--- src/sv/sabt_pkg.sv ---
// Package for the selective acknowledgement bitmap tracker.
// Field widths and the command and status bundles between controller and datapath.
// No dependencies.
package sabt_pkg;

  localparam int SEQ_W   = 32;
  localparam int MAP_W   = 64;
  localparam int S_TDATA_W = SEQ_W;
  localparam int M_TDATA_W = SEQ_W + MAP_W;

  typedef struct packed {
    logic load;
    logic flush_emit;
    logic walk_emit;
    logic shift;
    logic finish;
  } sabt_cmd_t;

  typedef struct packed {
    logic is_tick;
    logic pending;
    logic walk_go;
    logic top_set;
    logic out_free;
  } sabt_status_t;

endpackage

--- src/sv/sabt_ctrl.sv ---
// Controller state machine of the acknowledgement tracker.
// Sequences load, gap walk, emit and finish; depends on sabt_pkg.
module sabt_ctrl
  import sabt_pkg::*;
(
  input  logic         clk,
  input  logic         rst,
  input  logic         s_tvalid,
  output logic         s_tready,
  input  sabt_status_t status,
  output sabt_cmd_t    cmd
);

  localparam logic ST_IDLE = 1'b0;
  localparam logic ST_RUN  = 1'b1;

  logic state;
  logic state_next;

  always_ff @(posedge clk) begin
    if (rst) begin
      state <= ST_IDLE;
    end else begin
      state <= state_next;
    end
  end

  always_comb begin
    state_next = state;
    cmd        = '0;
    s_tready   = 1'b0;
    case (state)
      ST_IDLE: begin
        s_tready = 1'b1;
        if (s_tvalid) begin
          cmd.load   = 1'b1;
          state_next = ST_RUN;
        end
      end
      ST_RUN: begin
        if (status.is_tick) begin
          if (!status.pending) begin
            state_next = ST_IDLE;
          end else if (status.out_free) begin
            cmd.flush_emit = 1'b1;
            state_next     = ST_IDLE;
          end
        end else if (status.walk_go) begin
          if (!status.top_set) begin
            cmd.shift = 1'b1;
          end else if (status.out_free) begin
            cmd.walk_emit = 1'b1;
            state_next    = ST_IDLE;
          end
        end else begin
          cmd.finish = 1'b1;
          state_next = ST_IDLE;
        end
      end
      default: begin
        state_next = ST_IDLE;
      end
    endcase
  end

endmodule

--- src/sv/sabt_datapath.sv ---
// Datapath of the acknowledgement tracker: sequence and map registers, shifter, output register.
// Driven by sabt_ctrl through sabt_cmd_t; depends on sabt_pkg.
module sabt_datapath
  import sabt_pkg::*;
(
  input  logic                 clk,
  input  logic                 rst,
  input  logic [S_TDATA_W-1:0] s_tdata,
  input  logic                 s_tuser,
  input  sabt_cmd_t            cmd,
  output sabt_status_t         status,
  output logic                 m_tvalid,
  input  logic                 m_tready,
  output logic [M_TDATA_W-1:0] m_tdata,
  output logic                 m_tuser
);

  logic [SEQ_W-1:0] next_expected;
  logic [MAP_W-1:0] received_map;
  logic             ack_pending;
  logic             fold;
  logic             is_tick;
  logic [SEQ_W-1:0] seq;
  logic             emit;
  logic [MAP_W-1:0] map_shifted;

  assign emit        = cmd.flush_emit | cmd.walk_emit;
  assign map_shifted = {received_map[MAP_W-2:0], fold};

  assign status.is_tick  = is_tick;
  assign status.pending  = ack_pending;
  assign status.walk_go  = (seq > next_expected) && (fold || (received_map != '0));
  assign status.top_set  = received_map[MAP_W-1];
  assign status.out_free = !m_tvalid || m_tready;

  always_ff @(posedge clk) begin
    if (rst) begin
      next_expected <= '0;
      received_map  <= '0;
      ack_pending   <= 1'b0;
      fold          <= 1'b0;
      m_tvalid      <= 1'b0;
    end else begin
      if (emit) begin
        m_tvalid <= 1'b1;
      end else if (m_tready) begin
        m_tvalid <= 1'b0;
      end
      if (cmd.load) begin
        fold <= ack_pending;
      end
      if (cmd.flush_emit) begin
        received_map <= '0;
        ack_pending  <= 1'b0;
      end
      if (cmd.walk_emit) begin
        next_expected <= seq + 1'b1;
        received_map  <= '0;
        ack_pending   <= 1'b1;
        fold          <= 1'b0;
      end
      if (cmd.shift) begin
        next_expected <= next_expected + 1'b1;
        received_map  <= map_shifted;
        fold          <= 1'b0;
      end
      if (cmd.finish) begin
        next_expected <= seq + 1'b1;
        received_map  <= map_shifted;
        ack_pending   <= 1'b1;
        fold          <= 1'b0;
      end
    end
  end

  always_ff @(posedge clk) begin
    if (cmd.load) begin
      seq     <= s_tdata;
      is_tick <= s_tuser;
    end
    if (emit) begin
      m_tdata <= {received_map, next_expected - 1'b1};
      m_tuser <= received_map != '0;
    end
  end

endmodule

--- src/sv/selective_ack_bitmap_tracker.sv ---
// Top level of the selective acknowledgement bitmap tracker.
// Joins sabt_ctrl and sabt_datapath; depends on sabt_pkg.
//
// Accepts one transaction at a time. A data packet is loaded and then walks each missing sequence
// number (one map shift per cycle in the datapath shifter) before it finishes or emits; an idle
// tick flushes any pending acknowledgement. An acknowledgement waits in the output register, and
// the walk holds while a new acknowledgement is due and the previous one has not been taken.
module selective_ack_bitmap_tracker
  import sabt_pkg::*;
(
  input  logic                 clk,
  input  logic                 rst,
  input  logic                 s_tvalid,
  output logic                 s_tready,
  input  logic [S_TDATA_W-1:0] s_tdata,   // seq
  input  logic                 s_tuser,   // cmd
  output logic                 m_tvalid,
  input  logic                 m_tready,
  output logic [M_TDATA_W-1:0] m_tdata,   // ack_number, ack_bits
  output logic                 m_tuser    // bits_present
);

  sabt_cmd_t    cmd;
  sabt_status_t status;

  sabt_ctrl u_ctrl (
    .clk      (clk),
    .rst      (rst),
    .s_tvalid (s_tvalid),
    .s_tready (s_tready),
    .status   (status),
    .cmd      (cmd)
  );

  sabt_datapath u_datapath (
    .clk      (clk),
    .rst      (rst),
    .s_tdata  (s_tdata),
    .s_tuser  (s_tuser),
    .cmd      (cmd),
    .status   (status),
    .m_tvalid (m_tvalid),
    .m_tready (m_tready),
    .m_tdata  (m_tdata),
    .m_tuser  (m_tuser)
  );

endmodule
--- config.mk ---
export PLATFORM = sky130hd
export DESIGN_NAME = selective_ack_bitmap_tracker
export DESIGN_NICKNAME = d
export VERILOG_FILES = /design/src/sv/sabt_pkg.sv /design/src/sv/sabt_ctrl.sv /design/src/sv/sabt_datapath.sv /design/src/sv/selective_ack_bitmap_tracker.sv
export SDC_FILE = /design/constraint.sdc
export NUM_CORES = 1
export LEC_CHECK = 0
export BUFFER_PORTS_ARGS = -buffer_cell sky130_fd_sc_hd__buf_2
export CORE_MARGIN = 3
export CORE_UTILIZATION = 56
export CTS_BUF_LIST = sky130_fd_sc_hd__clkbuf_4 sky130_fd_sc_hd__clkbuf_8
export DETAILED_ROUTE_END_ITERATION = 8
export GPL_TIMING_DRIVEN = 0
export PLACE_DENSITY = 0.85
export SLEW_MARGIN = 20
export SYNTH_ARGS = -nofsm -noshare
export SYNTH_HDL_FRONTEND = slang
export SYNTH_SLANG_ARGS = --single-unit
--- constraint.sdc ---
create_clock -name clk -period 14 [get_ports clk]
set_input_delay 2.8 -clock clk [delete_from_list [all_inputs] [get_ports clk]]
set_output_delay 2.8 -clock clk [all_outputs]
set_load 0.005 [all_outputs]
# Yosys cells after proc, flatten, opt, wreduce, memory -nomap -nowiden
# Index checks and enable logic that the tools add are counted.
[totals] ff_bits=230 output_inout_bits=99 word_cells=56
[classes] add_sub_neg=3 n_lt_le_gt_ge=1 muxes=30 bitwise=2 n_reduce_logical=10
[ops] operator="64-bit two-way mux" count=4
[ops] operator="32-bit two-way mux" count=3
[ops] operator="32-bit by 1-bit adder with 32-bit output (second input constant)" count=2
[ops] operator="64-bit nonzero test" count=1
[ops] operator="32-bit greater-than comparator" count=1
[ops] operator="32-bit by 1-bit subtractor with 32-bit output (second input constant)" count=1
[ops] operator="1-bit two-way mux" count=19
[ops] operator="3-bit nonzero test" count=2
[ops] operator="4-bit two-way mux" count=1
[ops] operator="4-bit nonzero test" count=1
[ops] operator="4-bit OR reduction" count=1
[ops] operator="3-bit two-way mux" count=1
[ops] operator="1-bit logical OR" count=2
[ops] operator="2-bit two-way mux" count=1
[ops] operator="1-bit one-hot mux with 2 select lines" count=1
[ops] operator="2-bit nonzero test" count=1
[ops] operator="1-bit logical AND" count=1
[ops] operator="1-bit logical NOT" count=1
[ops] operator="1-bit NOT" count=1
[ops] operator="1-bit OR" count=1

# Logic depth before layout (Yosys ltp)
[logic_depth] ltp_word=11 ltp_mapped=13 mapped_depth_nobuf=10

# By module
# A second synthesis with hierarchy kept.
[hier_totals] hier_cells=982 area_unflattened_um2=10447.5
[by_module_without_submodules] mod="sabt_datapath" instances=1 cells_per_inst=969 area_each_um2=10348.7 seq_area_each_um2=5885.6
[by_module_without_submodules] mod="sabt_ctrl" instances=1 cells_per_inst=13 area_each_um2=98.8 seq_area_each_um2=20.0

# Worst setup path before layout
# OpenSTA, ideal clock, no wires.
[synth_path] kind="input -> register" startpoint="input port m_tready" endpoint="register u_datapath.m_tdata[0], enable pin" setup_ps=553 t_arrival_ps=7018 required_ps=13447 setup_slack_ps=6429 cell_stages=3 path_buffers=0 cell_sequence="nand2b_1 nand2_1 nor2_1"
[synth_between] elab_chain_cells=7
[synth_lines] element="start, declared" line_no="selective_ack_bitmap_tracker.sv:18" rtl="input logic m_tready,"
[synth_lines] element="1-bit logical OR *" line_no="sabt_datapath.sv:34" rtl="assign status.out_free = !m_tvalid || m_tready;"
[synth_lines] element="1-bit two-way mux *" line_no="sabt_ctrl.sv:44, sabt_ctrl.sv:51"
[synth_lines] element="1-bit two-way mux" line_no="sabt_ctrl.sv:49" rtl="if (!status.top_set) begin"
[synth_lines] element="2-bit two-way mux" line_no="sabt_ctrl.sv:48" rtl="end else if (status.walk_go) begin"
[synth_lines] element="3-bit two-way mux" line_no="sabt_ctrl.sv:41" rtl="if (status.is_tick) begin"
[synth_lines] element="4-bit two-way mux *" line_no="sabt_ctrl.sv:32" rtl="case (state)"
[synth_lines] element="1-bit OR *" line_no="sabt_datapath.sv:27" rtl="assign emit = cmd.flush_emit | cmd.walk_emit;"
[synth_lines] element="via u_datapath.emit" line_no="sabt_datapath.sv:24" rtl="logic emit;"
[synth_lines] element="end signal, assigned" line_no="sabt_datapath.sv:82" rtl="m_tdata <= {received_map, next_expected - 1'b1};"
[synth_lines] element="end, declared" line_no="sabt_datapath.sv:14" rtl="output logic [M_TDATA_W-1:0] m_tdata,"
# Mark *: on every way through the listed nets, which the timed path passes. The rest lies on a longest branch.
# A chain may end at the register's enable or synchronous reset.

# Final worst setup path
[layout_path] startpoint="input port rst" endpoint="register u_datapath.m_tvalid"
[layout_lines] element="start, declared" line_no="selective_ack_bitmap_tracker.sv:12" rtl="input logic rst,"
[layout_lines] element="end signal, assigned" line_no="sabt_datapath.sv:42" rtl="m_tvalid <= 1'b0;"
[layout_lines] element="end signal, assigned" line_no="sabt_datapath.sv:45" rtl="m_tvalid <= 1'b1;"
[layout_lines] element="end signal, assigned" line_no="sabt_datapath.sv:47" rtl="m_tvalid <= 1'b0;"
[layout_lines] element="end, declared" line_no="sabt_datapath.sv:12" rtl="output logic m_tvalid,"
# No word-level cell between the ends.

==> run summary <==
via count = 7749
async set-reset flop share out of synthesis = 0%
VDD IR max = 0.09107 mV
Hold Path Class = register to register
Main synth FF type = edfxtp_1
Cells after Synth = 850
largest net degree at the start of global routing = 33
Antenna Nets Post-Route = 0
layout cells sized above 1 = 24.20%
Port-buffer cells = 134
Fin Setup TNS = 0 ns
slew margin rel. = 33.38%
cts repair resizes = 0
Yosys top cell by area = edfxtp_1
setup slack after layout = 9.611 ns
outcome = completed
post-place setup slack = 9.143 ns
gr usage total = 23.58%
DRC = 0
Max Fclk = 0.2278 GHz
initial DRC count = 891
Initial Utilization = 58.06%
startpoint types = primary input
main combinational cell family by area after synthesis = compound AO/OA/AOI/OAI gates
final period utilization = 31.35%
Root Driver = clkbuf_8
worst path required time = 14.39 ns
LEAKAGE = 4.425 nW
total grt overflow = 0
Die H = 141.1 µm
Layout area overhead = 19.09%
final setup fails = 0
drt total wl = 23.69 mm
Synth Area in Compound Gates = 13.84%
post-synthesis mux area share = 2.278%
Wirelength per Cell = 18.46 µm
fill count = 1276
sequential-to-total area share from yosys stat = 57.81%
Num CTS Buffers = 38
postcts setup bufs = 0
dpl cell area = 11270 µm²
Rows = 48
RSZ-0062 raised after global routing = false
Slew @ Worst Pin = 0.9901 ns
H-tree Lvls = 2
Synth top area share = 38.21%
first-pass GRT wire length = 38.12 mm
Horiz. Die Dim = 141.1 µm
Post-CTS Hold Buffers = 0
Post-Synthesis Net Count = 922
Final Max Tran Viols = 0
I/O Pins = 136
die area = 19900 µm²
Max clock buf depth = 3
reg-to-reg slack, setup = 10.05 ns
fin area = 12170 µm²
min Tclk post-route = 4.389 ns
Worst EP arrival = 4.78 ns
Crit Path Class = primary input to register
syn_area_per_cell = 12.02 µm²
number of flops mapped to enable cells by yosys = 130
Vias/cell = 6.040
Synth top cells by count = edfxtp_1, dfxtp_1, a22o_1
NumNets Final = 1100
final hold vios = 0
largest cells by area after synthesis = edfxtp_1, dfxtp_1, a22o_1
drt first pass iters = 8
Post-DP HPWL = 16.94 mm
clk_skew = 0.03141 ns
Pwr per Cell Area = 129.1 nW/µm²
CTS tree = built
clk sinks = 230
count leader, synth = edfxtp_1
final core utilization = 69.14%
Synth Area in XOR/XNOR = 4.887%
n_diodes = 0
core area = 17600 µm²
gp weighted congestion = 0.9631
post-synthesis cell area = 10220 µm²
Crit. End Element = register
peak fanout along the critical path = 10
max cap viols = 0
post-synthesis adder-cell area fraction = 4.287%
antenna violations before repair = 0
vias in the first global route = 7437
Yosys warning count = 0
post-synth cell types = 64
Post-Synth Simple-Gate Area = 12.99%
Clk Latency, worst-skew pair = 0.56 ns
post-synthesis register bit count = 230
clk slew on worst S/H paths = 0.07 ns
worst paths after layout:
path	end	from	depth (start not counted)
setup / recovery	u_datapath.m_tvalid$_SDFFE_PP0P_	rst	4
hold / removal	u_datapath.m_tdata[93]$_DFFE_PP_	u_datapath.received_map[61]$_SDFFE_PP0P_	0
setup reg to reg	u_datapath.m_tdata[77]$_DFFE_PP_	u_datapath.next_expected[12]$_SDFFE_PP0P_	13
hold reg to reg	u_datapath.m_tdata[93]$_DFFE_PP_	u_datapath.received_map[61]$_SDFFE_PP0P_	0
state kept, by name, indices dropped and copies added (netlist names):
name	flops
u_ctrl.state	1
u_datapath.received_map	64
u_datapath.seq	32
u_datapath.m_tdata	96
u_datapath.ack_pending	1
u_datapath.next_expected	32
u_datapath.is_tick	1
u_datapath.fold	1
u_datapath.m_tuser	1
u_datapath.m_tvalid	1
per-layer routing:
layer | track usage, % | share of wire [%]
met5 | 0 | 0
met4 | 9.689 | 3.4
met3 | 5.326 | 8.7
met2 | 37.52 | 46
met1 | 31.41 | 41
cell families after synthesis:
group	after synthesis
AOI/OAI and AO/OA	183
and+or+nand+nor	245
DFF	230
buffers and inverters	77
xor gates and xnor gates	57
muxes	23
adders and majority gates	35
critical path, cell delays in order:
cell and delay, ns:
clkdlybuf4s50_1 0.65, clkbuf_1 0.51, clkbuf_1 0.62, o22ai_1 0.19
power breakdown:
part           total [mW]  switching, mW  internal (mW)  leakage (nW)
combinational       0.143         0.0840         0.0588          2.00
clock               0.682          0.268          0.414         0.471
sequential          0.746         0.0138          0.732          1.95
total                1.57          0.366           1.20          4.43
metrics by stage:
step	power (mW)	cells	hold slack [ns]
after global routing	1.631	1283	0.5080
final	1.571	1283	0.4863
after detailed placement	0.9006	1213	0.4745
after CTS	1.576	1283	0.4882
after global placement	0.8950	1209	0.4675
after floorplan	0.8604	850	0.4537
cell type report:
class                           instances  area [µm²]  share of cell area [%]
Sequential cell                       230        5906                   48.54
Inverter                               39       146.4                   1.203
Clock buffer                           59       699.4                   5.749
Clock inverter                         11       196.4                   1.615
Multi-Input combinational cell        543        3926                   32.27
Timing Repair Buffer                  138       758.2                   6.232
Buffer                                 38       252.7                   2.077
Tap cell                              225       281.5                   2.314
cells in the final DEF (no fill, tap or decap), drive strengths merged, types with 21 or more instances in the layout:
| cell | count |
|---|---|
| buf | 161 |
| edfxtp | 130 |
| dfxtp | 100 |
| clkbuf | 73 |
| a22o | 64 |
| xnor2 | 50 |
| nand2 | 49 |
| nor2 | 43 |
| inv | 41 |
| a21oi | 40 |
| ha | 35 |
| nand3 | 32 |
| nor4 | 31 |
| nand4 | 29 |
| nor3 | 27 |
| mux2i | 21 |
(Power assumes the default switching activity.)
